`src/ndvi_pkg.sv`:
```
// ---------------------------------------------------------------------------
// ndvi_pkg
// Types, widths and constants shared by the NDVI colorizer pipeline.
// ---------------------------------------------------------------------------
package ndvi_pkg;

  localparam int PX_W   = 8;
  localparam int GAIN_W = 24;
  localparam int OFFS_W = 25;
  localparam int CFG_W  = 25;
  localparam int REFL_W = 34;            // gain * pixel + offset, signed
  localparam int SUM_W  = REFL_W + 1;    // sum and difference, signed
  localparam int MAG_W  = 34;            // magnitudes of sum and difference
  localparam int REM_W  = MAG_W;         // partial remainder, below divisor unless ovf is set
  localparam int QBITS  = 22;            // quotient bits kept; larger clamps the span to its limits
  localparam int SPAN_W = QBITS + 1;     // clamped q + 1.0, range 0 .. 2^QBITS
  localparam int K_W    = 15;
  localparam int PROD_W = SPAN_W + K_W;
  localparam int CH_SHIFT = 24;
  localparam int CH_W   = PROD_W - CH_SHIFT;
  localparam int NUM_CH = 3;

  localparam int DIV_STEPS_DEF = 2;      // quotient bits resolved per divider stage

  localparam logic [SPAN_W-1:0] Q16_ONE  = SPAN_W'(65536);
  localparam logic [SPAN_W-1:0] SPAN_MAX = SPAN_W'(1) << QBITS;
  localparam logic [PROD_W-1:0] CH_ROUND = PROD_W'(1) << (CH_SHIFT - 1);
  localparam logic [CH_W-1:0]   CH_SAT   = CH_W'(255);

  // Channel weights, 127.5 times luma weight in Q8: blue, green, red.
  localparam logic [K_W-1:0] K_TAB [NUM_CH] = '{K_W'(3721), K_W'(19160), K_W'(9759)};

  localparam logic [GAIN_W-1:0]        RED_GAIN_RST   = GAIN_W'(21703);
  localparam logic signed [OFFS_W-1:0] RED_OFFSET_RST = -25'sd196261;
  localparam logic [GAIN_W-1:0]        NIR_GAIN_RST   = GAIN_W'(48184);
  localparam logic signed [OFFS_W-1:0] NIR_OFFSET_RST = -25'sd301705;

  typedef enum logic [1:0] {
    REG_RED_GAIN   = 2'd0,
    REG_RED_OFFSET = 2'd1,
    REG_NIR_GAIN   = 2'd2,
    REG_NIR_OFFSET = 2'd3
  } cfg_idx_e;

  typedef struct packed {
    logic [GAIN_W-1:0]        red_gain;
    logic signed [OFFS_W-1:0] red_offset;
    logic [GAIN_W-1:0]        nir_gain;
    logic signed [OFFS_W-1:0] nir_offset;
  } cfg_t;

  typedef struct packed {
    logic [PX_W-1:0] nir_px;
    logic [PX_W-1:0] red_px;
    logic            last;
  } pix_t;

  // Divider working set, carried stage to stage.
  typedef struct packed {
    logic [REM_W-1:0] rem;
    logic [MAG_W-1:0] dvs;
    logic [QBITS-1:0] dlo;      // dividend bits still to bring down, MSB first
    logic [QBITS-1:0] quo;
    logic             neg;
    logic             ovf;      // quotient magnitude at or above 2^QBITS
    logic             zero;     // reflectance sum was zero
    logic [PX_W-1:0]  red_px;
    logic             last;
  } div_t;

  typedef struct packed {
    logic [PX_W-1:0] blue;
    logic [PX_W-1:0] green;
    logic [PX_W-1:0] red;
    logic            zero;
    logic            last;
  } res_t;

endpackage

```
`src/ndvi_div_stage.sv`:
```
// ---------------------------------------------------------------------------
// ndvi_div_stage
// One registered stage of the restoring divider, NSTEPS quotient bits.
// ---------------------------------------------------------------------------
module ndvi_div_stage #(
  parameter int NSTEPS = ndvi_pkg::DIV_STEPS_DEF
) (
  input  logic                clk_i,
  input  logic                rst_ni,
  input  logic                in_valid_i,
  output logic                in_ready_o,
  input  ndvi_pkg::div_t      in_data_i,
  output logic                out_valid_o,
  input  logic                out_ready_i,
  output ndvi_pkg::div_t      out_data_o
);
  import ndvi_pkg::*;

  logic v_q;
  div_t d_q, nxt;

  assign in_ready_o  = !v_q || out_ready_i;
  assign out_valid_o = v_q;
  assign out_data_o  = d_q;

  // Bring down one dividend bit per step, subtract the divisor when it fits.
  always_comb begin
    logic [REM_W:0] t;
    logic           ge;
    nxt = in_data_i;
    for (int i = 0; i < NSTEPS; i++) begin
      t  = {nxt.rem, nxt.dlo[QBITS-1]};
      ge = (t >= {1'b0, nxt.dvs});
      nxt.dlo = nxt.dlo << 1;
      if (ge) begin
        t = t - {1'b0, nxt.dvs};
      end
      nxt.rem = t[REM_W-1:0];
      nxt.quo = {nxt.quo[QBITS-2:0], ge};
    end
  end

  always_ff @(posedge clk_i or negedge rst_ni) begin
    if (!rst_ni) begin
      v_q <= 1'b0;
    end else if (in_ready_o) begin
      v_q <= in_valid_i;
    end
  end

  always_ff @(posedge clk_i) begin
    if (in_ready_o) d_q <= nxt;
  end

endmodule

```
`config.mk`:
```
export PLATFORM = sky130hd
export DESIGN_NAME = ndvi_div_stage
export DESIGN_NICKNAME = d
export VERILOG_FILES = /design/src/ndvi_pkg.sv /design/src/ndvi_div_stage.sv
export SDC_FILE = /design/constraint.sdc
export NUM_CORES = 1
export LEC_CHECK = 0
export ABC_AREA = 1
export ABC_CLOCK_PERIOD_IN_PS = 3800
export BUFFER_PORTS_ARGS = -buffer_cell sky130_fd_sc_hd__buf_4
export CAP_MARGIN = 15
export CORE_MARGIN = 3
export CORE_UTILIZATION = 49
export DETAILED_ROUTE_END_ITERATION = 6
export PLACE_DENSITY = 0.8
export SLEW_MARGIN = 20
export SYNTH_ARGS = -nofsm -noshare
export SYNTH_HDL_FRONTEND = slang
export SYNTH_SLANG_ARGS = --single-unit
export TNS_END_PERCENT = 100
```
`constraint.sdc`:
```
create_clock -name clk_i -period 3.8 [get_ports clk_i]
set_clock_uncertainty 0.05 [all_clocks]
set_input_delay 0.57 -clock clk_i [delete_from_list [all_inputs] [get_ports clk_i]]
set_output_delay 0.57 -clock clk_i [all_outputs]
set_load 0.01 [all_outputs]
```
==> results of run 1 <==
==> per-layer routing <==
layer  overflow  global-route usage, %
met1          0                   71.6
met2         12                   89.4
met3          0                   58.4
met4          5                   72.0
met5          0                   36.8
==> metrics by stage <==
stage	hold slack, ps	setup TNS, ps	utilization [%]	cell area, sq um	cells
4_1_cts	251	-8470	88.3	16200	2083
3_5_place_dp	296	-31510	78.5	14400	2007
3_3_place_gp	295	-27410	78.5	14400	2007
2_1_floorplan	224	-1.36	-	9870	1221
==> kinds of logic after synthesis <==
kind of cell | Yosys count
AND/OR/NAND/NOR | 659
buffers and inverters | 185
AO/OA/AOI/OAI | 136
flip-flops | 123
adder cells (fa/ha/maj) | 70
XOR/XNOR | 46
other | 1
==> what timing repair did <==
action | in CTS
pin swaps | 27
gates resized for setup | 172
setup endpoints to repair | 35
endpoints found under the hold margin | 1
hold buffers | 1
gates cloned | 7
buffers inserted | 36
==> results.md, run 1 <==
* Status: stopped before the end
* Halt Stage: 5_1_grt
* Halt Reason: [ERROR GRT-0232] Routing congestion too high. Check the congestion heatmap in the GUI.
* Post-synth cell types at 42
* Synth Area in Simple Gates at about 30%
* Most frequent cell after synthesis: nand2_1
* Ys async rst share at less than 1%
* Dominant synthesized flop cell: edfxtp_1
* Post-synth EDFFs at 122
* Mapped Cells at 1220
* Synth Cell Area at 9310 sq um
* Synth Area in Compound Gates at 8.58%
* Flip-flop and latch count after synthesis at 123
* Worst Endpoint after GRT Repair: out_data_o[110]$_DFFE_PP_/D
* Routability Congestion at ~1
* Global route overflow at 17
* Starting Density at 50.8%
* Number of clock sinks at 123
* Area contributors post-synth: edfxtp_1, nand2_1, ha_1, inv_1, nor2_1
* Synth Area in Adders at 9.56%
* Num rows at 49
* Ports at about 250
* Avg Inst Size Synth at 7.63 sq um
* Largest family of logic cells by synthesized area: simple AND/OR/NAND/NOR gates
* Top cell type's share of synthesized area at 39.3%
* GRT Resource Usage Total at 72.9%
* Setup slack at placement at -953 ps
* XOR/XNOR Fraction of Synth Area at around 4.3%
* Die height at 144 um
* Largest area contributor in the netlist: edfxtp_1
* Synth warn at 0
* Register area share after synthesis at 39.6%
* Die Wd at 144 um
* Clock Tree Buf Depth at 2
* PortBufs at 249
* CTS Root Cell: clkbuf_16
* Mux cell area share after synthesis at 0%
* Most frequent cells after synthesis: nand2_1, inv_1, edfxtp_1, nor2_1, ha_1
* Pin count of the biggest net entering global routing at 107
* TritonCTS Buffers at 17
* H-tree levels at 4
* Worst-path end type: register data pin
* HPWL Detailed at roughly 30000 um
==> run 2: changes to the inputs <==
--- a/config.mk
+++ b/config.mk
@@ -6,13 +6,13 @@
 export NUM_CORES = 1
 export LEC_CHECK = 0
 export ABC_AREA = 1
-export ABC_CLOCK_PERIOD_IN_PS = 3800
+export ABC_CLOCK_PERIOD_IN_PS = 4950
 export BUFFER_PORTS_ARGS = -buffer_cell sky130_fd_sc_hd__buf_4
 export CAP_MARGIN = 15
 export CORE_MARGIN = 3
-export CORE_UTILIZATION = 49
+export CORE_UTILIZATION = 40
 export DETAILED_ROUTE_END_ITERATION = 6
-export PLACE_DENSITY = 0.8
+export PLACE_DENSITY_LB_ADDON = 0.15
 export SLEW_MARGIN = 20
 export SYNTH_ARGS = -nofsm -noshare
 export SYNTH_HDL_FRONTEND = slang
==> constraint.sdc (replaced) <==
create_clock -name clk_i -period 4.95 [get_ports clk_i]
set_clock_uncertainty 0.05 [all_clocks]
set_input_delay 0.7425 -clock clk_i [delete_from_list [all_inputs] [get_ports clk_i]]
set_output_delay 0.7425 -clock clk_i [all_outputs]
set_load 0.01 [all_outputs]
==> run 2 against run 1 <==
  * The run now ends clean
  * Synthesized cell count unchanged
  * Synthesized area unchanged
==> results.md, run 2 <==
* Status: finished clean
* Worst VDD drop at between 200 and 250 uV
* GRT Resource Usage Total at 25.9%
* Ports at 254
* H-tree levels at 4
* Via count at 10100
* Startpoint types: input port
* Met2 routed WL at 16400 um
* CP max stage delay at between 400 and 500 ps
* CP arrival at 4770 ps
* Kind of critical path: in2reg
* Final net count at 2007
* Reg clk slew, reported paths at 70 ps
* Setup Viol. Count Final at 0
* HP Class: in2async
* Max Cap Viol at 0
* Most frequent cell after synthesis: nand2_1
* Mapped Cells at 1220
* Setup TNS at 0 ps
* Worst Path Required at just over 5000 ps
* Worst Max-Slew Pin Slew at 581 ps
* Post-synth cell types at 42
* Final ANT Viol Nets at 0
* Combinational Power Share at a little under half
* Core area at between 20000 and 25000 sq um
* First-pass GRT wire length at approximately 50000 um
* Number of fill cells at 2003
* Die Wd at 159 um
* Flip-flop and latch count after synthesis at approximately 120
* Synth warn at 0
* DRT met1 WL at 14400 um
* Total power at 5.19 mW
* WHS at between 20 and 30 ps
* Final wirelength at around 34000 um
* Reg power frac at 27.3%
* HPWL Detailed at 27200 um
* Initial antenna violation count at 1
* CTS Root Cell: clkbuf_16
* Max reg flops at between 100 and 150
* Min Clock Period, post-route at 4650 ps
* Largest area contributor in the netlist: edfxtp_1
* Per-cell routed wire length at 15.7 um
* Area contributors post-synth: edfxtp_1, nand2_1, ha_1, inv_1, nor2_1
* Clock Tree Buf Depth at 2
* Sw Ratio at between 30% and 40%
* Clock Power Share at 25.8%
* First DRT Iteration DRCs at 630
* TritonCTS Buffers at 17
* Ys async rst share at 0.813%
* Setup slack at placement at -479 ps
* Pin count of the biggest net entering global routing at 49
* Num rows at 55
* Vias/cell at 4.73
* Clk Latency, worst-skew pair at 420 ps
* Crit path max fanout at 28
* CP top delay family: simple AND/OR/NAND/NOR gates
* Layout cells sized above 1 at a little over a third
* Routed wl met3 at 2190 um
* Drt drc at 0
* Unrepaired setup endpoints after global routing: false
* Register area share after synthesis at 39.6%
* Commonest non-fill, non-tap cell in the layout: buf_4
* DR top layer: met4
* Top cell type's share of synthesized area at roughly two fifths
* Worst relative slew slack at 61.3%
* Internal at 3.37 mW
* Avg Inst Size Synth at 7.63 sq um
* Final hold vios at 0
* Most frequent cells after synthesis: nand2_1, inv_1, edfxtp_1, nor2_1, ha_1
* Leakage at 7.71 nW
* Highest Clock Rate at about 210 MHz
* Routability Congestion at between 0.9 and 1
* Post-synth EDFFs at 122
* Detailed Routing Iterations Pass 1 at 7
* Switching pwr at 1.82 mW
* Synth Cell Area at 9310 sq um
* Number of clock sinks at around 120
* PwrDens at 353 nW/um^2
* Crit-path slowest cell: ha_1
* Die footprint at 25200 sq um
* Dominant synthesized flop cell: edfxtp_1
* Commonest cells after routing, fill and taps aside: buf_4, nand2_1, inv_1, edfxtp_1, nor2_1
* Reg2Reg Setup Slack at 3120 ps
* Global route overflow at 0
* Die height at 159 um
* Worst Slack Setup Final at 297 ps
* PortBufs at 249
* Crit. End Element: flip-flop
* Starting Density at 40.9%
* Max Slew Vio Count at 0
* CP bufs+invs at 9
* Share of the clock period used by the worst path at a little over nine tenths
* Vias in the first global route at ~9700
* TritonCTS clock tree: built
* Crit path top cell by count: nand2_1
* Area grow syn2layout at 57.6%
==> run 2: cell counts after synthesis <==
No cell type changed its count.
==> run 2: worst register-to-register path: cells and delay by family, from the launching register on <==
kind / cells / cell delay, ps
flip-flops: 1 / 410
AND/OR/NAND/NOR: 1 / 390
buffers and inverters: 1 / 580
==> run 2: area by class of cell <==
cell class              count  area [sq um]  share of cell area [%]
diodes                      1          2.50                  0.0171
inverters                 171           642                    4.37
multi-input cells         914          4890                    33.3
repair buffers            582          4440                    30.3
flip-flops and latches    123          3690                    25.1
clock buffers              18           429                    2.92
well taps                 313           392                    2.67
clock inverters            14           184                    1.25
==> run 2: power by group through the flow <==
stage	combinational (mW)	sequential, mW	clock [mW]
CTS	2.40	1.42	1.36
global route	2.66	1.43	1.39
detailed placement	2.36	1.44	0
floorplan	1.02	1.54	0
global placement	2.33	1.43	0
finish	2.43	1.42	1.34
==> run 2: what timing repair did <==
| action | 4_1_cts | 5_1_grt |
|---|---|---|
| resized for setup | 2 | 3 |
| hold buffers | 0 | 0 |
| pin swaps | 1 | 2 |
| setup buffers | 0 | 5 |
| cloned | 1 | 0 |
| setup endpoints to repair | 28 | 34 |
==> run 2: metrics by stage <==
stage | area, sq um | util (%) | instances
after floorplan | 9320 | - | 1221
after global placement | 14000 | 61.3 | 2097
after detailed placement | 14000 | 61.3 | 2097
after CTS | 14600 | 64.1 | 2130
after global routing | 14700 | 64.4 | 2136
final | 14700 | 64.4 | 2136
==> run 2: cells by family (layout without fill, tap and decap cells) <==
group                      Yosys count  in the layout  synth area share (%)
and+or+nand+nor                    659            660                  29.6
DFF                                123            123                  39.6
xor gates and xnor gates            46             46                  4.33
adders and majority gates           70             70                  9.56
other                                1              3                0.0403
AOI/OAI and AO/OA                  136            136                  8.58
buffers and inverters              185            785                  8.26
==> run 2: metal layers <==
layer | up-vias | GRT usage (%)
li1 | 5138 | -
met1 | 4645 | 32.2
met2 | 277 | 46.0
met3 | 37 | 4.70
met4 | 0 | 7.50
met5 | - | 0
==> run 2: path summary, 6_finish.rpt <==
| path | startpoint | end | depth (start not counted) |
|---|---|---|---|
| setup / recovery | in_data_i[72] | out_data_o[111] | 33 |
| hold / removal | rst_ni | out_valid_o | 1 |
| setup reg to reg | out_valid_o | out_data_o[77] | 2 |
| hold reg to reg | out_valid_o | out_data_o[107] | 1 |
| max in group asynchronous | rst_ni | out_valid_o | 1 |
| min in group clk_i | in_data_i[35] | out_data_o[37] | 1 |
(Power assumes the default switching activity.)
