File: src/ndvi_pkg.sv
// ---------------------------------------------------------------------------
// ndvi_pkg
// Types, widths and constants shared by the NDVI colorizer pipeline.
// ---------------------------------------------------------------------------
package ndvi_pkg;

  localparam int PX_W   = 8;
  localparam int GAIN_W = 24;
  localparam int OFFS_W = 25;
  localparam int CFG_W  = 25;
  localparam int REFL_W = 34;            // gain * pixel + offset, signed
  localparam int SUM_W  = REFL_W + 1;    // sum and difference, signed
  localparam int MAG_W  = 34;            // magnitudes of sum and difference
  localparam int REM_W  = MAG_W;         // partial remainder, below divisor unless ovf is set
  localparam int QBITS  = 22;            // quotient bits kept; larger clamps the span to its limits
  localparam int SPAN_W = QBITS + 1;     // clamped q + 1.0, range 0 .. 2^QBITS
  localparam int K_W    = 15;
  localparam int PROD_W = SPAN_W + K_W;
  localparam int CH_SHIFT = 24;
  localparam int CH_W   = PROD_W - CH_SHIFT;
  localparam int NUM_CH = 3;

  localparam int DIV_STEPS_DEF = 2;      // quotient bits resolved per divider stage

  localparam logic [SPAN_W-1:0] Q16_ONE  = SPAN_W'(65536);
  localparam logic [SPAN_W-1:0] SPAN_MAX = SPAN_W'(1) << QBITS;
  localparam logic [PROD_W-1:0] CH_ROUND = PROD_W'(1) << (CH_SHIFT - 1);
  localparam logic [CH_W-1:0]   CH_SAT   = CH_W'(255);

  // Channel weights, 127.5 times luma weight in Q8: blue, green, red.
  localparam logic [K_W-1:0] K_TAB [NUM_CH] = '{K_W'(3721), K_W'(19160), K_W'(9759)};

  localparam logic [GAIN_W-1:0]        RED_GAIN_RST   = GAIN_W'(21703);
  localparam logic signed [OFFS_W-1:0] RED_OFFSET_RST = -25'sd196261;
  localparam logic [GAIN_W-1:0]        NIR_GAIN_RST   = GAIN_W'(48184);
  localparam logic signed [OFFS_W-1:0] NIR_OFFSET_RST = -25'sd301705;

  typedef enum logic [1:0] {
    REG_RED_GAIN   = 2'd0,
    REG_RED_OFFSET = 2'd1,
    REG_NIR_GAIN   = 2'd2,
    REG_NIR_OFFSET = 2'd3
  } cfg_idx_e;

  typedef struct packed {
    logic [GAIN_W-1:0]        red_gain;
    logic signed [OFFS_W-1:0] red_offset;
    logic [GAIN_W-1:0]        nir_gain;
    logic signed [OFFS_W-1:0] nir_offset;
  } cfg_t;

  typedef struct packed {
    logic [PX_W-1:0] nir_px;
    logic [PX_W-1:0] red_px;
    logic            last;
  } pix_t;

  // Divider working set, carried stage to stage.
  typedef struct packed {
    logic [REM_W-1:0] rem;
    logic [MAG_W-1:0] dvs;
    logic [QBITS-1:0] dlo;      // dividend bits still to bring down, MSB first
    logic [QBITS-1:0] quo;
    logic             neg;
    logic             ovf;      // quotient magnitude at or above 2^QBITS
    logic             zero;     // reflectance sum was zero
    logic [PX_W-1:0]  red_px;
    logic             last;
  } div_t;

  typedef struct packed {
    logic [PX_W-1:0] blue;
    logic [PX_W-1:0] green;
    logic [PX_W-1:0] red;
    logic            zero;
    logic            last;
  } res_t;

endpackage

File: src/ndvi_back.sv
// ---------------------------------------------------------------------------
// ndvi_back
// Span clamp, channel weighting and rounding with saturation (3 stages).
// ---------------------------------------------------------------------------
module ndvi_back (
  input  logic                clk_i,
  input  logic                rst_ni,
  input  logic                in_valid_i,
  output logic                in_ready_o,
  input  ndvi_pkg::div_t      in_data_i,
  output logic                out_valid_o,
  input  logic                out_ready_i,
  output ndvi_pkg::res_t      out_data_o
);
  import ndvi_pkg::*;

  localparam int NST = 3;

  logic [NST-1:0] v_q;
  logic [NST:0]   rdy;

  logic [SPAN_W-1:0] span_q, span_d;
  logic [PROD_W-1:0] prod_q [NUM_CH];
  logic [PX_W-1:0]   ch_q   [NUM_CH];
  logic [PX_W-1:0]   ch_d   [NUM_CH];
  logic              zero1_q, zero2_q, zero3_q;
  logic              last1_q, last2_q, last3_q;

  logic signed [SPAN_W:0] sp;
  logic [PX_W+16:0]       spz;

  always_comb begin
    rdy[NST] = out_ready_i;
    for (int k = NST - 1; k >= 0; k--) begin
      rdy[k] = !v_q[k] || rdy[k+1];
    end
  end

  assign in_ready_o  = rdy[0];
  assign out_valid_o = v_q[NST-1];

  always_ff @(posedge clk_i or negedge rst_ni) begin
    if (!rst_ni) begin
      v_q <= '0;
    end else begin
      if (rdy[0]) v_q[0] <= in_valid_i;
      for (int k = 1; k < NST; k++) begin
        if (rdy[k]) v_q[k] <= v_q[k-1];
      end
    end
  end

  // Stage 1: span = q + 1.0 (red_px + 1.0 on a zero sum), limited to [0, 2^QBITS].
  always_comb begin
    spz = (PX_W+17)'({in_data_i.red_px, 16'h0000}) + (PX_W+17)'(Q16_ONE);
    sp  = in_data_i.neg ? $signed({1'b0, Q16_ONE}) - $signed({2'b00, in_data_i.quo})
                        : $signed({1'b0, Q16_ONE}) + $signed({2'b00, in_data_i.quo});
    if (in_data_i.zero) begin
      span_d = (spz > (PX_W+17)'(SPAN_MAX)) ? SPAN_MAX : SPAN_W'(spz);
    end else if (in_data_i.ovf) begin
      span_d = in_data_i.neg ? '0 : SPAN_MAX;
    end else if (sp[SPAN_W]) begin
      span_d = '0;
    end else if (sp > $signed({1'b0, SPAN_MAX})) begin
      span_d = SPAN_MAX;
    end else begin
      span_d = sp[SPAN_W-1:0];
    end
  end

  // Stage 3: round, drop the fraction, saturate.
  always_comb begin
    logic [PROD_W-1:0] r;
    for (int c = 0; c < NUM_CH; c++) begin
      r = (prod_q[c] + CH_ROUND) >> CH_SHIFT;
      ch_d[c] = (r[CH_W-1:0] > CH_SAT) ? PX_W'(CH_SAT) : r[PX_W-1:0];
    end
  end

  always_ff @(posedge clk_i) begin
    if (rdy[0]) begin
      span_q  <= span_d;
      zero1_q <= in_data_i.zero;
      last1_q <= in_data_i.last;
    end
    if (rdy[1]) begin
      for (int c = 0; c < NUM_CH; c++) begin
        prod_q[c] <= PROD_W'(span_q) * PROD_W'(K_TAB[c]);
      end
      zero2_q <= zero1_q;
      last2_q <= last1_q;
    end
    if (rdy[2]) begin
      for (int c = 0; c < NUM_CH; c++) begin
        ch_q[c] <= ch_d[c];
      end
      zero3_q <= zero2_q;
      last3_q <= last2_q;
    end
  end

  assign out_data_o.blue  = ch_q[0];
  assign out_data_o.green = ch_q[1];
  assign out_data_o.red   = ch_q[2];
  assign out_data_o.zero  = zero3_q;
  assign out_data_o.last  = last3_q;

endmodule

File: config.mk
export PLATFORM = sky130hd
export DESIGN_NAME = ndvi_back
export DESIGN_NICKNAME = d
export VERILOG_FILES = /design/src/ndvi_pkg.sv /design/src/ndvi_back.sv
export SDC_FILE = /design/constraint.sdc
export NUM_CORES = 1
export LEC_CHECK = 0
export BUFFER_PORTS_ARGS = -buffer_cell sky130_fd_sc_hd__buf_2
export CAP_MARGIN = 20
export CELL_PAD_IN_SITES_DETAIL_PLACEMENT = 1
export CELL_PAD_IN_SITES_GLOBAL_PLACEMENT = 2
export CORE_MARGIN = 1.5
export CORE_UTILIZATION = 41
export CTS_CLUSTER_DIAMETER = 50
export DETAILED_ROUTE_END_ITERATION = 16
export PLACE_DENSITY_LB_ADDON = 0.15
export SLEW_MARGIN = 20
export SYNTH_ARGS = -nofsm -noshare
export SYNTH_HDL_FRONTEND = slang
export SYNTH_SLANG_ARGS = --single-unit
File: constraint.sdc
create_clock -name clk_i -period 7.2 [get_ports clk_i]
set_input_delay 1.44 -clock clk_i [delete_from_list [all_inputs] [get_ports clk_i]]
set_output_delay 1.44 -clock clk_i [all_outputs]
set_load 0.02 [all_outputs]
==> impl_metrics.json, run 1 <==
{
  "rsz0062_at_grt": "false",
  "vdd.ir_drop.worst_uv": 271,
  "finClkSkew_ns": 0.0116,
  "critPathArrivalTime_ns": 6.70,
  "setup_total_negative_slack_ns": 0,
  "rows": 75,
  "power_leakage_nw": 9.75,
  "yosysSeqAreaShare_pct": 16.6,
  "ys_ff_latch": 97,
  "hold_violations": 0,
  "grt_overflow_total": 0,
  "synthArstFlopShare_pct": 3.09,
  "io_buffer_count": 65,
  "power_per_cell_area_mw_per_mm2": 363,
  "cp-start-kind": "flip-flop",
  "min-delay-path-class": "reg -> reg",
  "cts.htree.levels": 3,
  "endpoint_kind": "flip-flop",
  "post-cts-setup-buffer-count": 0,
  "relSlewSlack_pct": 48.1,
  "period_minus_slack_ns": 6.56,
  "start_util_pct": 41.5,
  "placement.cell_area_mm2": 0.0186,
  "grt_max_degree": 43,
  "drt_iter0_markers": 333,
  "synthesis.instances": 1700,
  "drt-pass1-iter-count": 4,
  "critPathMaxFanout": 6,
  "ys.warnings.count": 0,
  "drc": 0,
  "final.period_utilization_pct": 91.0,
  "fin_area_mm2": 0.0189,
  "antenna_found_initial": 0,
  "cts_bufs_inserted": 9,
  "ioPinCount": 156,
  "worst_pin_slew_ns": 0.772,
  "clk_latency_ns": 0.39,
  "mappedNetlistNets": 2418,
  "syn-cell-area_mm2": 0.0174,
  "synth_area_leaders": "fa_1, ha_1, edfxtp_1",
  "antenna_cells": 0,
  "totalPowerFinal_mw": 6.87,
  "drive_gt1_share_pct": 6.83,
  "clk_pin_slew_worst_paths_ns": 0.07,
  "synth-edff-count": 94,
  "cts_hold_buffers": 0,
  "cts.path.max_buffers": 2,
  "area_growth_syn_to_layout_pct": 8.72,
  "cts_tree": "yes",
  "final_replace_weighted_congestion": 0.839,
  "clockRootBuffer": "clkbuf_16",
  "yosysMostFrequentCell": "inv_1",
  "drv_cap": 0,
  "ys_types": 64,
  "detail_route.vias_per_cell": 5.08,
  "wl_per_cell_um": 17.7,
  "global_route_wire_length_before_repair_um": 68800,
  "syn_avg_cell_area_um2": 10.2,
  "grt_usage_pct": 20.3,
  "timing.final.setup_violations": 0,
  "first_global_vias": 13200,
  "detailroute.via_count": 11900,
  "post_cts_resize_count": 0,
  "detail_route.wirelength_um": 41500,
  "crit_type": "reg -> reg",
  "die_height_um": 209,
  "timing.critical_path.required_ns": 7.34,
  "synth_top_cells_by_count": "inv_1, ha_1, fa_1",
  "synthDominantCellAreaShare_pct": 30.0,
  "hpwl_um": 37100,
  "nNetsFinal": 2515,
  "ant_nets": 0,
  "core_area_mm2": 0.0419,
  "final-max-slew-violation-count": 0,
  "clock_sinks": 97,
  "num-fill-cells": 4646,
  "fp.dieW_um": 209,
  "ys.flop_type": "edfxtp_1",
  "max_freq_mhz": 153,
  "design.die.area_mm2": 0.0437,
  "status": "completed",
  "synthDominantAreaCellType": "fa_1"
}
-- worst max-delay path, cell delays in order (launching register included) --
cell       delay [ns]
edfxtp_1         0.46
inv_1            0.39
fa_1             0.56
fa_1             0.52
inv_1            0.05
ha_1             0.30
fa_1             0.47
fa_1             0.56
inv_1            0.06
fa_1             0.50
inv_1            0.04
ha_1             0.33
a21o_1           0.19
a31oi_1          0.20
o221a_2          0.22
o221ai_1         0.21
a2111oi_0        0.47
buf_4            0.20
o31ai_1          0.11
a221o_1          0.35
xnor2_1          0.13
-- stage by stage --
stage               hold WS [ns]  util [%]  setup WS (ns)  instances
global placement           0.405      44.3          0.660       2325
finish                     0.424      45.1          0.645       2341
CTS                        0.426      45.1          0.603       2341
floorplan                  0.400         -          0.912       1700
detailed placement         0.409      44.3          0.607       2325
global route               0.432      45.1          0.293       2341
-- kinds of logic (layout without fill, tap and decap cells) --
logic type | Yosys count | after routing | synth area share [%]
adders and majority gates | 590 | 590 | 53.7
buffers and inverters | 440 | 542 | 9.57
and+or+nand+nor | 278 | 278 | 7.88
AOI/OAI and AO/OA | 212 | 212 | 8.03
DFF | 97 | 97 | 16.6
xor gates and xnor gates | 79 | 79 | 3.97
muxes | 4 | 4 | 0.237
-- cell type report --
type / count / area [um^2] / area share (%)
Tap cell: 539 / 674 / 3.56
Clock buffer: 9 / 225 / 1.19
Timing Repair Buffer: 99 / 581 / 3.07
Sequential cell: 97 / 2900 / 15.3
Clock inverter: 7 / 100 / 0.529
Multi-Input combinational cell: 1163 / 12800 / 67.9
Inverter: 427 / 1600 / 8.47
-- power by group --
group	internal [mW]	total, mW	switching [mW]
clock	0.307	0.538	0.231
combinational	2.20	5.29	3.09
sequential	0.927	1.04	0.113
total	3.43	6.87	3.44
-- layout by cell type, fill, tap and decap left out, drive strengths merged, types with 6 or more instances in the layout --
cell,netlist,layout
o211ai,7,7
nor2b,14,14
a21oi,56,56
edfxtp,94,94
nand2,77,77
nor4,8,8
xor2,38,38
xnor2,41,41
o21ai,41,41
o21a,6,6
buf,4,99
o31ai,8,8
nand4,14,14
a21o,14,14
ha,329,329
nand2b,17,17
nand3,32,32
nor2,62,62
fa,261,261
and3,9,9
or4,7,7
a31oi,10,10
a211o,7,7
nor3,20,20
a211oi,14,14
inv,427,429
clkbuf,9,9
-- flip-flops by register name, summed over array words and instances, names as in the netlist --
signal	flops
prod_q	41
ch_q	24
span_q	23
v_q	3
last1_q	1
last2_q	1
last3_q	1
zero1_q	1
zero2_q	1
zero3_q	1
-- layer usage --
layer	vias to the layer above	wire [um]	GRT usage [%]
met5	-	0	0
met4	0	461	4.30
met3	20	719	2.48
met2	85	20600	34.8
met1	6002	19800	27.6
li1	5788	-	-
-- path summary, 6_finish.rpt --
path                                                from                       end  slack [ns]  cells after the start
worst max-delay path            span_q[11]$_SDFFCE_PP0P_  prod_q[0][111]$_DFFE_PP_        0.64                     20
worst min-delay path                   last2_q$_DFFE_PP_         last3_q$_DFFE_PP_        0.42                      0
worst max register to register  span_q[11]$_SDFFCE_PP0P_  prod_q[0][111]$_DFFE_PP_        0.64                     20
worst min register to register         last2_q$_DFFE_PP_         last3_q$_DFFE_PP_        0.42                      0
max in group asynchronous                         rst_ni        v_q[0]$_DFFE_PN0P_        6.27                      1
min in group asynchronous                         rst_ni        v_q[2]$_DFFE_PN0P_        0.83                      1
No activity file was read; power rests on OpenSTA's default activity.
==> run 2, diff against run 1 <==
CORE_UTILIZATION = 37   (was 41)
clock period = 5.81 ns   (was 7.2 ns; I/O delays follow)
==> impl_metrics.json, run 2 (same netlist as run 1, synthesis figures left out) <==
{
  "drc": 0,
  "mostFrequentLayoutCell": "inv_1",
  "cts.path.max_buffers": 2,
  "worst_hold_slack_ns": 0.426,
  "detail_route.vias_per_cell": 4.90,
  "nNetsFinal": 2629,
  "drive_gt1_share_pct": 15.3,
  "final.period_utilization_pct": 101,
  "design.die.area_mm2": 0.0484,
  "layout.area.seq_mm2": 0.00290,
  "cp-start-kind": "flip-flop",
  "cts_tree": "yes",
  "die_height_um": 220,
  "reg2reg_from": "span_q[10]$_SDFFCE_PP0P_",
  "violations": "negative setup slack",
  "share_of_the_core_filled_with_cells_pct": 43.4,
  "critPathMaxFanout": 4,
  "clk_latency_ns": 0.40,
  "worst_setup_path_startpoint": "span_q[10]$_SDFFCE_PP0P_",
  "power_leakage_nw": 10.3,
  "ant_nets": 0,
  "rows": 79,
  "hold_violations": 0,
  "drt_iter0_markers": 373,
  "first_global_vias": 13500,
  "final_replace_weighted_congestion": 0.833,
  "area_growth_syn_to_layout_pct": 15.8,
  "max_freq_mhz": 171,
  "top_register": "prod_q",
  "grt_overflow_total": 0,
  "detailroute.via_count": 12400,
  "pre_cts_slack_ns": -0.176,
  "final-max-slew-violation-count": 0,
  "fp.dieW_um": 220,
  "critPathArrivalTime_ns": 6.00,
  "antenna_found_initial": 0,
  "place_inst": 2476,
  "final_cell_mix": "inv_1, ha_1, fa_1",
  "worst_slack_ns": -0.0452,
  "grt_usage_pct": 19.2,
  "min-delay-path-class": "reg -> reg",
  "global_route_wire_length_before_repair_um": 71300,
  "period_minus_slack_ns": 5.86,
  "wl_per_cell_um": 17.4,
  "status": "finished, violations left",
  "timing.final.setup_violations": 3,
  "vdd.ir_drop.worst_uv": 269,
  "placement.cell_area_mm2": 0.0194,
  "ff2ff_setup_slack_ns": -0.05,
  "r2r_end": "prod_q[0][112]$_DFFE_PP_",
  "crit_type": "reg -> reg",
  "critical_path.endpoint": "prod_q[0][112]$_DFFE_PP_",
  "max_reg_flops": 41,
  "core_area_mm2": 0.0465,
  "finClkSkew_ns": 0.0180,
  "num-fill-cells": 5301,
  "ioPinCount": 156,
  "detail_route.wirelength_um": 43800,
  "hpwl_um": 39000,
  "timing.critical_path.required_ns": 5.96,
  "clock_sinks": 97,
  "antenna_cells": 0,
  "totalPowerFinal_mw": 9.54,
  "reg2regPathDepth": 20,
  "fin_area_mm2": 0.0202,
  "largestRegisters": "prod_q (41), ch_q (24), span_q (23)",
  "instances_no_fill": 2523,
  "io_buffer_count": 65,
  "relSlewSlack_pct": 46.5,
  "multiInputGateArea_mm2": 0.0131,
  "cts.htree.levels": 3,
  "endpoint_kind": "flip-flop",
  "start_util_pct": 37.5,
  "power_per_cell_area_mw_per_mm2": 473,
  "grt_max_degree": 43,
  "drv_cap": 0,
  "worst_pin_slew_ns": 0.797,
  "rsz0062_at_grt": "true",
  "cts_bufs_inserted": 9,
  "clk_pin_slew_worst_paths_ns": 0.08,
  "setup_total_negative_slack_ns": -0.0776,
  "clockRootBuffer": "clkbuf_16",
  "cts_hold_buffers": 0,
  "drt-pass1-iter-count": 6
}
[run 2: how the worst min path moves through the flow]
stage / start / cells past startpoint / slack [ns] / endpoint
finish: last1_q$_DFFE_PP_ / 0 / 0.43 / last2_q$_DFFE_PP_
global route: zero1_q$_DFFE_PP_ / 0 / 0.43 / zero2_q$_DFFE_PP_
CTS: zero1_q$_DFFE_PP_ / 0 / 0.43 / zero2_q$_DFFE_PP_
detailed placement: zero1_q$_DFFE_PP_ / 0 / 0.41 / zero2_q$_DFFE_PP_
global placement: last1_q$_DFFE_PP_ / 0 / 0.41 / last2_q$_DFFE_PP_
floorplan: last1_q$_DFFE_PP_ / 0 / 0.40 / last2_q$_DFFE_PP_
[run 2: final cells by class]
cell class                 count  share of cell area (%)
multi-input combinational   1163                    65.2
tap                          607                    3.77
timing repair buffer         213                    7.24
clock buffer                   9                    1.12
clock inverter                 7                   0.292
inverter                     427                    8.05
sequential                    97                    14.4
[run 2: per-layer routing]
layer / up-vias / wire, um / GRT usage (%)
met5: - / 0 / 0
met4: 0 / 494 / 3.61
met3: 28 / 1140 / 2.44
met2: 97 / 21400 / 32.6
met1: 6215 / 20700 / 26.2
li1: 6013 / - / -
[run 2: repair_timing]
item | CTS | global route
setup buffers | 2 | 29
endpoints found under the setup margin | 6 | 18
resized for setup | 11 | 32
pin swaps | 5 | 43
[run 2: worst max-delay path, stage by stage, from the launching register on]
cell      delay (ns)
edfxtp_1        0.44
inv_2           0.15
buf_4           0.13
fa_2            0.45
fa_1            0.49
inv_1           0.04
ha_1            0.30
fa_1            0.45
fa_1            0.51
inv_1           0.07
fa_1            0.52
inv_1           0.07
ha_4            0.27
o211ai_1        0.10
nand2_1         0.11
a41oi_2         0.14
and2_4          0.17
a2111o_1        0.46
a211o_1         0.30
and3_1          0.15
a311o_1         0.28
[run 2: power by group]
group / internal [mW] / switching [mW]
sequential: 1.15 / 0.136
clock: 0.297 / 0.308
combinational: 3.47 / 4.18
