===== src/ndvi_pkg.sv =====
// ---------------------------------------------------------------------------
// ndvi_pkg
// Types, widths and constants shared by the NDVI colorizer pipeline.
// ---------------------------------------------------------------------------
package ndvi_pkg;

  localparam int PX_W   = 8;
  localparam int GAIN_W = 24;
  localparam int OFFS_W = 25;
  localparam int CFG_W  = 25;
  localparam int REFL_W = 34;            // gain * pixel + offset, signed
  localparam int SUM_W  = REFL_W + 1;    // sum and difference, signed
  localparam int MAG_W  = 34;            // magnitudes of sum and difference
  localparam int REM_W  = MAG_W;         // partial remainder, below divisor unless ovf is set
  localparam int QBITS  = 22;            // quotient bits kept; larger clamps the span to its limits
  localparam int SPAN_W = QBITS + 1;     // clamped q + 1.0, range 0 .. 2^QBITS
  localparam int K_W    = 15;
  localparam int PROD_W = SPAN_W + K_W;
  localparam int CH_SHIFT = 24;
  localparam int CH_W   = PROD_W - CH_SHIFT;
  localparam int NUM_CH = 3;

  localparam int DIV_STEPS_DEF = 2;      // quotient bits resolved per divider stage

  localparam logic [SPAN_W-1:0] Q16_ONE  = SPAN_W'(65536);
  localparam logic [SPAN_W-1:0] SPAN_MAX = SPAN_W'(1) << QBITS;
  localparam logic [PROD_W-1:0] CH_ROUND = PROD_W'(1) << (CH_SHIFT - 1);
  localparam logic [CH_W-1:0]   CH_SAT   = CH_W'(255);

  // Channel weights, 127.5 times luma weight in Q8: blue, green, red.
  localparam logic [K_W-1:0] K_TAB [NUM_CH] = '{K_W'(3721), K_W'(19160), K_W'(9759)};

  localparam logic [GAIN_W-1:0]        RED_GAIN_RST   = GAIN_W'(21703);
  localparam logic signed [OFFS_W-1:0] RED_OFFSET_RST = -25'sd196261;
  localparam logic [GAIN_W-1:0]        NIR_GAIN_RST   = GAIN_W'(48184);
  localparam logic signed [OFFS_W-1:0] NIR_OFFSET_RST = -25'sd301705;

  typedef enum logic [1:0] {
    REG_RED_GAIN   = 2'd0,
    REG_RED_OFFSET = 2'd1,
    REG_NIR_GAIN   = 2'd2,
    REG_NIR_OFFSET = 2'd3
  } cfg_idx_e;

  typedef struct packed {
    logic [GAIN_W-1:0]        red_gain;
    logic signed [OFFS_W-1:0] red_offset;
    logic [GAIN_W-1:0]        nir_gain;
    logic signed [OFFS_W-1:0] nir_offset;
  } cfg_t;

  typedef struct packed {
    logic [PX_W-1:0] nir_px;
    logic [PX_W-1:0] red_px;
    logic            last;
  } pix_t;

  // Divider working set, carried stage to stage.
  typedef struct packed {
    logic [REM_W-1:0] rem;
    logic [MAG_W-1:0] dvs;
    logic [QBITS-1:0] dlo;      // dividend bits still to bring down, MSB first
    logic [QBITS-1:0] quo;
    logic             neg;
    logic             ovf;      // quotient magnitude at or above 2^QBITS
    logic             zero;     // reflectance sum was zero
    logic [PX_W-1:0]  red_px;
    logic             last;
  } div_t;

  typedef struct packed {
    logic [PX_W-1:0] blue;
    logic [PX_W-1:0] green;
    logic [PX_W-1:0] red;
    logic            zero;
    logic            last;
  } res_t;

endpackage


===== src/ndvi_front.sv =====
// ---------------------------------------------------------------------------
// ndvi_front
// Reflectance, sum and difference, magnitudes and divider setup (4 stages).
// ---------------------------------------------------------------------------
module ndvi_front (
  input  logic                clk_i,
  input  logic                rst_ni,
  input  ndvi_pkg::cfg_t      cfg_i,
  input  logic                in_valid_i,
  output logic                in_ready_o,
  input  ndvi_pkg::pix_t      in_data_i,
  output logic                out_valid_o,
  input  logic                out_ready_i,
  output ndvi_pkg::div_t      out_data_o
);
  import ndvi_pkg::*;

  localparam int NST = 4;

  logic [NST-1:0] v_q;
  logic [NST:0]   rdy;

  logic signed [REFL_W-1:0] nref_q, rref_q;
  logic [PX_W-1:0]          px1_q, px2_q, px3_q;
  logic                     last1_q, last2_q, last3_q;
  logic signed [SUM_W-1:0]  sum_q, diff_q;
  logic [MAG_W-1:0]         smag_q, dmag_q;
  logic                     neg_q, zero_q;
  div_t                     div_q;

  logic [2*GAIN_W-1-PX_W-8:0] nprod, rprod;
  logic signed [REFL_W-1:0] nref_d, rref_d;
  logic signed [SUM_W-1:0]  sum_d, diff_d, sabs, dabs;
  div_t                     div_d;

  always_comb begin
    rdy[NST] = out_ready_i;
    for (int k = NST - 1; k >= 0; k--) begin
      rdy[k] = !v_q[k] || rdy[k+1];
    end
  end

  assign in_ready_o  = rdy[0];
  assign out_valid_o = v_q[NST-1];
  assign out_data_o  = div_q;

  always_ff @(posedge clk_i or negedge rst_ni) begin
    if (!rst_ni) begin
      v_q <= '0;
    end else begin
      if (rdy[0]) v_q[0] <= in_valid_i;
      for (int k = 1; k < NST; k++) begin
        if (rdy[k]) v_q[k] <= v_q[k-1];
      end
    end
  end

  // Stage 1: gain * pixel + offset per band.
  assign nprod  = 32'(cfg_i.nir_gain) * 32'(in_data_i.nir_px);
  assign rprod  = 32'(cfg_i.red_gain) * 32'(in_data_i.red_px);
  assign nref_d = $signed({2'b00, nprod}) + REFL_W'($signed(cfg_i.nir_offset));
  assign rref_d = $signed({2'b00, rprod}) + REFL_W'($signed(cfg_i.red_offset));

  // Stage 2: sum and difference.
  assign sum_d  = SUM_W'(nref_q) + SUM_W'(rref_q);
  assign diff_d = SUM_W'(nref_q) - SUM_W'(rref_q);

  // Stage 3: magnitudes.
  assign sabs = sum_q[SUM_W-1]  ? -sum_q  : sum_q;
  assign dabs = diff_q[SUM_W-1] ? -diff_q : diff_q;

  // Stage 4: range check and first partial remainder.
  always_comb begin
    div_d        = '0;
    div_d.rem    = REM_W'(dmag_q >> 6);
    div_d.dvs    = smag_q;
    div_d.dlo    = {dmag_q[5:0], 16'h0000};
    div_d.quo    = '0;
    div_d.neg    = neg_q;
    div_d.ovf    = (dmag_q >> 6) >= smag_q;
    div_d.zero   = zero_q;
    div_d.red_px = px3_q;
    div_d.last   = last3_q;
  end

  always_ff @(posedge clk_i) begin
    if (rdy[0]) begin
      nref_q  <= nref_d;
      rref_q  <= rref_d;
      px1_q   <= in_data_i.red_px;
      last1_q <= in_data_i.last;
    end
    if (rdy[1]) begin
      sum_q   <= sum_d;
      diff_q  <= diff_d;
      px2_q   <= px1_q;
      last2_q <= last1_q;
    end
    if (rdy[2]) begin
      smag_q  <= sabs[MAG_W-1:0];
      dmag_q  <= dabs[MAG_W-1:0];
      neg_q   <= sum_q[SUM_W-1] ^ diff_q[SUM_W-1];
      zero_q  <= (sum_q == '0);
      px3_q   <= px2_q;
      last3_q <= last2_q;
    end
    if (rdy[3]) begin
      div_q <= div_d;
    end
  end

endmodule


===== config.mk =====
export PLATFORM = sky130hd
export DESIGN_NAME = ndvi_front
export DESIGN_NICKNAME = d
export VERILOG_FILES = /design/src/ndvi_pkg.sv /design/src/ndvi_front.sv
export SDC_FILE = /design/constraint.sdc
export NUM_CORES = 1
export LEC_CHECK = 0
export BUFFER_PORTS_ARGS = -buffer_cell sky130_fd_sc_hd__buf_2
export CAP_MARGIN = 30
export CELL_PAD_IN_SITES_DETAIL_PLACEMENT = 1
export CELL_PAD_IN_SITES_GLOBAL_PLACEMENT = 2
export CORE_AREA = 10 10 234 347
export CTS_BUF_LIST = sky130_fd_sc_hd__clkbuf_16
export CTS_CLUSTER_SIZE = 12
export DETAILED_ROUTE_END_ITERATION = 6
export DIE_AREA = 0 0 244 357
export PLACE_DENSITY_LB_ADDON = 0.1
export RECOVER_POWER = 50
export SYNTH_ARGS = -nofsm -noshare
export SYNTH_HDL_FRONTEND = slang
export SYNTH_SLANG_ARGS = --single-unit

===== constraint.sdc =====
create_clock -name clk_i -period 4.2 [get_ports clk_i]
set_input_delay 0.21 -clock clk_i [delete_from_list [all_inputs] [get_ports clk_i]]
set_output_delay 0.21 -clock clk_i [all_outputs]
set_load 0.05 [all_outputs]

==> results of run 1 <==
## cell families (layout without fill, tap and decap cells)
kind of cell / after synthesis / after routing / share of synthesized area [%]
AOI/OAI and AO/OA: 558 / 558 / 12.21
xor gates and xnor gates: 236 / 236 / 6.782
adders and majority gates: 536 / 536 / 28.61
buffers and inverters: 535 / 1243 / 7.189
DFF: 316 / 316 / 31.07
other: 1 / 44 / 0.01230
and+or+nand+nor: 830 / 830 / 14.14
## stage by stage
stage               worst slack, ns  std cells  hold WS, ns  utilization (%)
detailed placement           -2.565       4597      0.01919            48.67
finish                       -1.676       4763      0.09876            53.59
global placement             -2.479       4597      0.01390            48.67
CTS                          -1.493       4728     0.005699            52.34
global route                 -1.910       4763       0.1570            53.59
floorplan                    -1.956       3055     -0.08559                -
## worst max path at each step
stage,to,slack [ns]
floorplan,nref_q[32],-1.96
global route,nref_q[32],-1.91
detailed placement,rref_q[33],-2.56
global placement,rref_q[33],-2.48
CTS,rref_q[33],-1.49
finish,rref_q[33],-1.68
## area by class of cell
| cell class | instances | area [µm²] | share of cell area, % |
|---|---|---|---|
| multi-input cells | 2204 | 21050 | 52.52 |
| well taps | 1000 | 1251 | 3.121 |
| clock inverters | 16 | 95.09 | 0.2372 |
| repair buffers | 789 | 5909 | 14.74 |
| inverters | 407 | 1530 | 3.817 |
| clock buffers | 31 | 775.7 | 1.935 |
| flip-flops and latches | 316 | 9470 | 23.63 |
## sequential cells by signal, indices dropped and copies added (netlist names)
name,count
out_data_o,79
diff_q,35
nref_q,34
rref_q,34
smag_q,34
sum_q,34
dmag_q,33
px1_q,8
px2_q,8
px3_q,8
v_q,4
last1_q,1
last2_q,1
last3_q,1
neg_q,1
zero_q,1
## what timing repair did
action | CTS | global route
setup endpoints to repair | 51 | 51
buffers inserted | 76 | 41
cloned | 2 | 0
pin swaps | 217 | 196
resized for setup | 280 | 174
endpoints found under the hold margin | 13 | 2
hold buffers | 11 | 2
## cells in the final DEF, fill, tap and decap left out, types with 63 or more instances in the layout
master and instances:
buf_4 501, inv_1 389, edfxtp_1 312, fa_1 256, and2_1 232, ha_1 226, nand2_1 216, xnor2_1 151
a21oi_1 114, nor2_1 90, clkbuf_1 87, a21o_1 86, buf_2 86, buf_6 80, o21ai_0 63
## routing by layer
metal	vias to the layer above	wire [µm]	part of all wire (%)	track usage (%)
met2	284	51600	57	41.51
met1	11890	34710	38	21.78
li1	11500	-	-	-
met3	105	2068	2.3	1.493
met5	-	17	0.019	0
met4	2	2868	3.1	6.347
==> results.txt, run 1 <==
startpoint types: primary input
number of synthesis warnings: 0
Fill cells: 8,268
Overflow after GRT: 0
status: finished with violations
Syn Inst Count: 3,012
TritonCTS Buffers: 31
slowest stage cell, crit path: fa_1
Max Cap Viol: 4
Post-synth top cells: inv_1 (402), edfxtp_1 (312), and2_1 (268), fa_1 (268), ha_1 (268)
critical path's top delay family: adder cells
Worst Setup End Kind: register
crit path DAT: 6.19 ns
chip height: 357 µm
clock sinks: 316
CP Class: in -> reg
setup repair after global routing missed its margin: true
DP Area: 36,400 µm²
Die X: 244 µm
Worst Hold End: rref_q[32]
initial antenna violation count: 1
worst slew pin tran: 2.146 ns
Yosys top cell area share: 30.74%
period utilization: 139.9%
Avg Cell Area, Syn: 10.12 µm²
Tot GR Track Use: 20.47%
most numerous cell in the Yosys netlist: inv_1
GPL Wtd Cong: 0.9036
cell count of the worst hold path: 2
Fmax achieved: 170.2 MHz
Worst R2R End: diff_q[33]
WP depth: 28
# diodes: 0
number of synthesized flops with an enable pin: 312
initial drt markers: 690
Clock Skew: 0.01797 ns
share of layout cells above drive strength 1: 29.05%
die area: 87,110 µm²
post-synth top area cell: edfxtp_1
worst-case clock buffer depth: 3
maximum fanout along the worst path: 6
FF-to-FF path depth: 12
DR vias: 23.78k
number of synthesized register bits: 316
vias in the first global route: 26.98k
r2r setup slk: 0.39 ns
ys flop type: edfxtp_1
number of remaining DRC errors: 0
Setup Viol. Count Final: 48
Slew headroom: -43.09%
Yosys cell types: 82
final number of hold-violating endpoints: 0
failing checks: max-capacitance violations, max-slew violations, negative setup slack
area delta synth->final: 31.53%
CP Buf/Inv Count: 4
final HPWL from detailed placement: 75,950 µm
min-delay worst type: in -> reg
Seq/Total Area, Yosys: 31.07%
crit path from: in_data_i[8]
final wirelength: 91,270 µm
CTS tree: yes
largest net degree at the start of global routing: 80
IO Port Bufs: 200
WL per Instance: 19.16 µm
CP max stage delay: 0.58 ns
Max Slew Vio Count: 239
num rows: 123
root buffer cell: clkbuf_16
setup TNS: -53.59 ns
Ports: 245
crit path time final: 5.876 ns
hold path start: cfg_i[73]
core area: 74,790 µm²
cell mode on critical path: fa_1
final worst slack: -1.676 ns
Post-synth ARST share: 1.266%
ANT nets after route: 0
fin area: 40,080 µm²
Nets: 4,404
Clk Latency, worst-skew pair: 0.59 ns
clock-pin slew on the worst setup and hold paths: 0.05 ns
reg2reg start: rref_q[1]
CTS H-tree lvls: 1
Synth Cell Area: 30,480 µm²
Initial Util: 40.75%
TritonRoute pass-1 iters: 4
synth top area cells: edfxtp_1 (31%), fa_1 (18%), ha_1 (11%)
Data required, critical path: 4.51 ns
Vias/cell: 4.992
first-pass GRT wire length: 144,100 µm
Power of run 1 is left out: the tool's default activity adds up to more than one toggle a clock period on the data nets, which glitch-free logic cannot reach.
==> run 2: changes to the inputs <==
- MAX_ROUTING_LAYER: unset -> met4
- SETUP_SLACK_MARGIN: unset -> 0.15
==> results.txt, run 2 (synthesis gave the netlist of run 1 again) <==
status: finished with violations (unchanged)
failing checks: max-capacitance violations, max-slew violations, negative setup slack (unchanged)
root buffer cell: clkbuf_16 (unchanged)
CTS tree: yes (unchanged)
TritonRoute pass-1 iters: 4 (unchanged)
slowest stage cell, crit path: fa_1 (unchanged)
number of remaining DRC errors: 0 (unchanged)
chip height: 357 µm (unchanged)
# diodes: 0 (unchanged)
dpl ws: -2.424 ns (was -2.565 ns)
cell mode on critical path: fa_1 (unchanged)
first-pass GRT wire length: 145,300 µm (was 144,100 µm)
most frequent cells in the layout: buf_4 (475), inv_1 (390), edfxtp_1 (312) (was buf_4 (501), inv_1 (389), edfxtp_1 (312))
WL per Instance: 19.55 µm (was 19.16 µm)
initial drt markers: 712 (was 690)
die area: 87,110 µm² (unchanged)
CP max stage delay: 0.57 ns (was 0.58 ns)
initial antenna violation count: 0 (was 1)
Clock Skew: 0.01638 ns (was 0.01797 ns)
ANT nets after route: 0 (unchanged)
final wirelength: 93,320 µm (was 91,270 µm)
final HPWL from detailed placement: 76,300 µm (was 75,950 µm)
commonest non-fill, non-tap cell in the layout: buf_4 (unchanged)
Initial Util: 40.75% (unchanged)
setup repair after global routing missed its margin: true (unchanged)
CP Buf/Inv Count: 4 (unchanged)
critical path's top delay family: adder cells (unchanged)
final number of hold-violating endpoints: 0 (unchanged)
Ports: 245 (unchanged)
Slew headroom: -44.18% (was -43.09%)
Clk Latency, worst-skew pair: 0.57 ns (was 0.59 ns)
Overflow after GRT: 0 (unchanged)
worst slew pin tran: 2.163 ns (was 2.146 ns)
vias in the first global route: 27.05k (was 26.98k)
Worst Setup End Kind: register (unchanged)
Max Slew Vio Count: 240 (was 239)
Max Cap Viol: 4 (unchanged)
max FFs per register: 79 (unchanged)
Setup Viol. Count Final: 50 (was 48)
TritonCTS Buffers: 31 (unchanged)
hold slack: 0.03357 ns (was 0.09876 ns)
Data required, critical path: 4.50 ns (was 4.51 ns)
largest net degree at the start of global routing: 80 (unchanged)
maximum fanout along the worst path: 7 (was 6)
DR vias: 23.97k (was 23.78k)
startpoint types: primary input (unchanged)
CTS H-tree lvls: 1 (unchanged)
crit path time final: 5.828 ns (was 5.876 ns)
GPL Wtd Cong: 0.9548 (was 0.9036)
worst-case clock buffer depth: 3 (unchanged)
Fmax achieved: 171.6 MHz (was 170.2 MHz)
clock sinks: 316 (unchanged)
clock-pin slew on the worst setup and hold paths: 0.07 ns (was 0.05 ns)
Nets: 4,416 (was 4,404)
core area: 74,790 µm² (unchanged)
min-delay worst type: in -> reg (unchanged)
area delta synth->final: 32.91% (was 31.53%)
share of layout cells above drive strength 1: 29.57% (was 29.05%)
IO Port Bufs: 200 (unchanged)
period utilization: 138.8% (was 139.9%)
Tot GR Track Use: 21.31% (was 20.47%)
final worst slack: -1.628 ns (was -1.676 ns)
num rows: 123 (unchanged)
CP Class: in -> reg (unchanged)
Vias/cell: 5.020 (was 4.992)
Die X: 244 µm (unchanged)
crit path DAT: 6.13 ns (was 6.19 ns)
[run 2: cell count changes in the layout (fill, tap and decap cells not counted), moves of 4 or more]
cell,before,now
ha_2,9,5
a21oi_2,42,38
buf_4,501,475
o21bai_1,35,31
and2_1,232,221
buf_12,8,15
and2_4,35,46
buf_6,80,111
nor2_4,9,5
o21ai_2,16,23
nor2_1,90,95
[run 2: cell type report]
class	instances	area (µm²)
clock inverter	15	70.07
sequential	316	9470
clock buffer	31	775.7
multi-input combinational	2204	21160
timing repair buffer	801	6251
fill	8272	34290
tap	1000	1251
inverter	407	1528
[run 2: metal layers]
layer | GRT usage, % | wire length, µm
met5 | - | 0
met2 | 42.08 | 53120
met3 | 1.426 | 1921
met4 | 7.181 | 3229
met1 | 21.67 | 35050
[run 2: worst paths after layout]
check / from / slack, ns / depth (start not counted) / to
worst min register to register: px1_q[5] / 0.42 / 0 / px2_q[5]
worst min-delay path: cfg_i[1] / 0.03 / 2 / nref_q[1]
min in group asynchronous: rst_ni / 0.57 / 3 / v_q[2]
max in group asynchronous: rst_ni / 3.44 / 3 / v_q[3]
worst max-delay path: cfg_i[78] / -1.63 / 30 / rref_q[33]
worst max register to register: rref_q[1] / 0.56 / 12 / diff_q[33]
[run 2: worst reg2reg max path: stages (launching register included)]
cell       delay (ns)
edfxtp_1         0.44
inv_1            0.13
ha_1             0.25
nor2b_1          0.14
o31a_1           0.30
o2111ai_2        0.30
nand4_1          0.22
and4bb_4         0.28
o41ai_2          0.37
nand2b_1         0.17
a211o_1          0.31
o41a_1           0.33
xnor2_1          0.14
[run 2: repair_timing]
action                                 CTS  global route
setup endpoints to repair               51            52
buffers inserted                        87            43
cloned                                   2             3
endpoints found under the hold margin   15             0
gates resized for setup                364           132
pin swaps                              235           120
hold buffers                            13             0
[run 2: metrics by stage]
step                      setup TNS [ns]  util [%]  instances  cell area [µm²]
after CTS                         -49.02     53.05       4728            39680
after global routing              -64.34     54.16       4774            40510
after floorplan                   -81.74         -       3055            31430
after global placement            -83.62     48.56       4580            36320
final                             -55.18     54.16       4774            40510
after detailed placement          -90.58     48.60       4581            36350
Power of run 2 is left out for the same reason.
==> run 3: changes to the inputs <==
- ABC_CLOCK_PERIOD_IN_PS: unset -> 5100
- CORE_AREA: 10 10 234 347 -> 10 10 246 365
- DIE_AREA: 0 0 244 357 -> 0 0 256 375
- clock period: 4.2 -> 5.1 ns (I/O delays scaled with it)
==> results.txt, run 3 (synthesis gave the netlist of run 1 again) <==
status: finished with violations (unchanged)
failing checks: max-capacitance violations, max-slew violations, negative setup slack (unchanged)
vias in the first global route: 27.01k (was 27.05k)
dpl ws: -1.906 ns (was -2.424 ns)
WL per Instance: 18.60 µm (was 19.55 µm)
Data required, critical path: 5.43 ns (was 4.50 ns)
slowest stage cell, crit path: fa_1 (unchanged)
setup repair after global routing missed its margin: true (unchanged)
clock-pin slew on the worst setup and hold paths: 0.06 ns (was 0.07 ns)
Worst Hold End: rref_q[1] (was nref_q[1])
fin area: 39,720 µm² (was 40,510 µm²)
Final Core Density: 47.69% (was 54.16%)
core area: 83,280 µm² (was 74,790 µm²)
FF-to-FF path depth: 3 (was 12)
min-delay worst type: in -> reg (unchanged)
die area: 96,000 µm² (was 87,110 µm²)
Initial Util: 36.60% (was 40.75%)
placed insts: 4,692 (was 4,581)
num rows: 130 (was 123)
IO Port Bufs: 200 (unchanged)
max FFs per register: 79 (unchanged)
most frequent cells in the layout: buf_4 (451), inv_1 (391), edfxtp_1 (312) (was buf_4 (475), inv_1 (390), edfxtp_1 (312))
initial drt markers: 529 (was 712)
final wirelength: 89,950 µm (was 93,320 µm)
hold path start: cfg_i[50] (was cfg_i[1])
maximum fanout along the worst path: 7 (unchanged)
Overflow after GRT: 0 (unchanged)
DP Area: 36,300 µm² (was 36,350 µm²)
Max Slew Vio Count: 228 (was 240)
clock sinks: 316 (unchanged)
CTS H-tree lvls: 1 (unchanged)
non-filler cells, final: 4,836 (was 4,774)
initial antenna violation count: 2 (was 0)
Die X: 256 µm (was 244 µm)
Tot GR Track Use: 18.89% (was 21.31%)
root buffer cell: clkbuf_16 (unchanged)
Worst R2R End: px3_q[6] (was diff_q[33])
Setup Viol. Count Final: 31 (was 50)
crit path time final: 5.748 ns
CP Class: in -> reg (unchanged)
chip height: 375 µm (was 357 µm)
first-pass GRT wire length: 143,300 µm (was 145,300 µm)
cell mode on critical path: fa_1 (unchanged)
r2r setup slk: 1.07 ns (was 0.56 ns)
area delta synth->final: 30.32% (was 32.91%)
Vias/cell: 4.870 (was 5.020)
share of layout cells above drive strength 1: 27.34% (was 29.57%)
final HPWL from detailed placement: 75,650 µm (was 76,300 µm)
Max Cap Viol: 4 (unchanged)
period utilization: 112.7%
TritonRoute pass-1 iters: 4 (unchanged)
Fmax achieved: 174.0 MHz
crit path DAT: 6.08 ns (was 6.13 ns)
worst slew pin tran: 3.784 ns (was 2.163 ns)
TritonCTS Buffers: 31 (unchanged)
CP max stage delay: 0.54 ns (was 0.57 ns)
Worst Setup End Kind: register (unchanged)
Ports: 245 (unchanged)
commonest non-fill, non-tap cell in the layout: buf_4 (unchanged)
number of remaining DRC errors: 0 (unchanged)
CTS tree: yes (unchanged)
DR vias: 23.55k (was 23.97k)
reg2reg start: v_q[3] (was rref_q[1])
cell count of the worst hold path: 2 (unchanged)
final number of hold-violating endpoints: 0 (unchanged)
largest net degree at the start of global routing: 80 (unchanged)
Clock Skew: 0.01176 ns (was 0.01638 ns)
final worst slack: -0.6483 ns (was -1.628 ns)
ANT nets after route: 0 (unchanged)
Clk Latency, worst-skew pair: 0.58 ns (was 0.57 ns)
worst-case clock buffer depth: 3 (unchanged)
Nets: 4,354 (was 4,416)
GPL Wtd Cong: 0.8637 (was 0.9548)
startpoint types: primary input (unchanged)
Slew headroom: -152.3% (was -44.18%)
run 3: worst max path at each step:
stage | start | to
after global placement | in_data_i[4] | rref_q[27]
after floorplan | in_data_i[11] | nref_q[32]
after CTS | cfg_i[28] | nref_q[32]
after detailed placement | in_data_i[4] | rref_q[27]
after global routing | cfg_i[29] | nref_q[30]
final | cfg_i[29] | nref_q[24]
run 3: routing by layer:
| metal | part of all wire (%) | up-vias | track usage [%] |
|---|---|---|---|
| li1 | - | 11400 | - |
| met1 | 39 | 11760 | 19.55 |
| met3 | 1.9 | 109 | 1.297 |
| met2 | 56 | 286 | 37.29 |
| met5 | 0 | - | - |
| met4 | 2.9 | 0 | 5.626 |
run 3: per-stage QoR:
step	hold slack (ns)	setup TNS, ns
global placement	0.05876	-47.43
detailed placement	0.06473	-52.88
finish	0.05986	-14.18
floorplan	-0.04059	-17.69
CTS	0.02611	-14.78
global route	0.05453	-21.96
run 3: critical path, delay by kind of cell:
family	cells	cell delay, ns
fa+ha+maj	6	2.60
xor+xnor	2	0.24
buf+inv	6	0.60
simple gates	4	0.40
compound gates	11	1.98
run 3: cell type report:
| class | instances | area (µm²) |
|---|---|---|
| Sequential cell | 316 | 9469 |
| Multi-Input combinational cell | 2204 | 20870 |
| Clock buffer | 31 | 775.7 |
| Inverter | 407 | 1528 |
| Antenna cell | 1 | 2.502 |
| Clock inverter | 16 | 70.07 |
| Timing Repair Buffer | 739 | 5602 |
| Fill cell | 9335 | 43560 |
| Tap cell | 1122 | 1404 |
run 3: repair_timing:
action,in CTS,in global routing
endpoints found under the setup margin,42,42
hold buffers,11,0
buffers inserted,64,17
hold endpoints to repair,12,0
gates resized for setup,303,144
pin swaps,181,146
cloned,1,2
Power of run 3 is left out for the same reason.
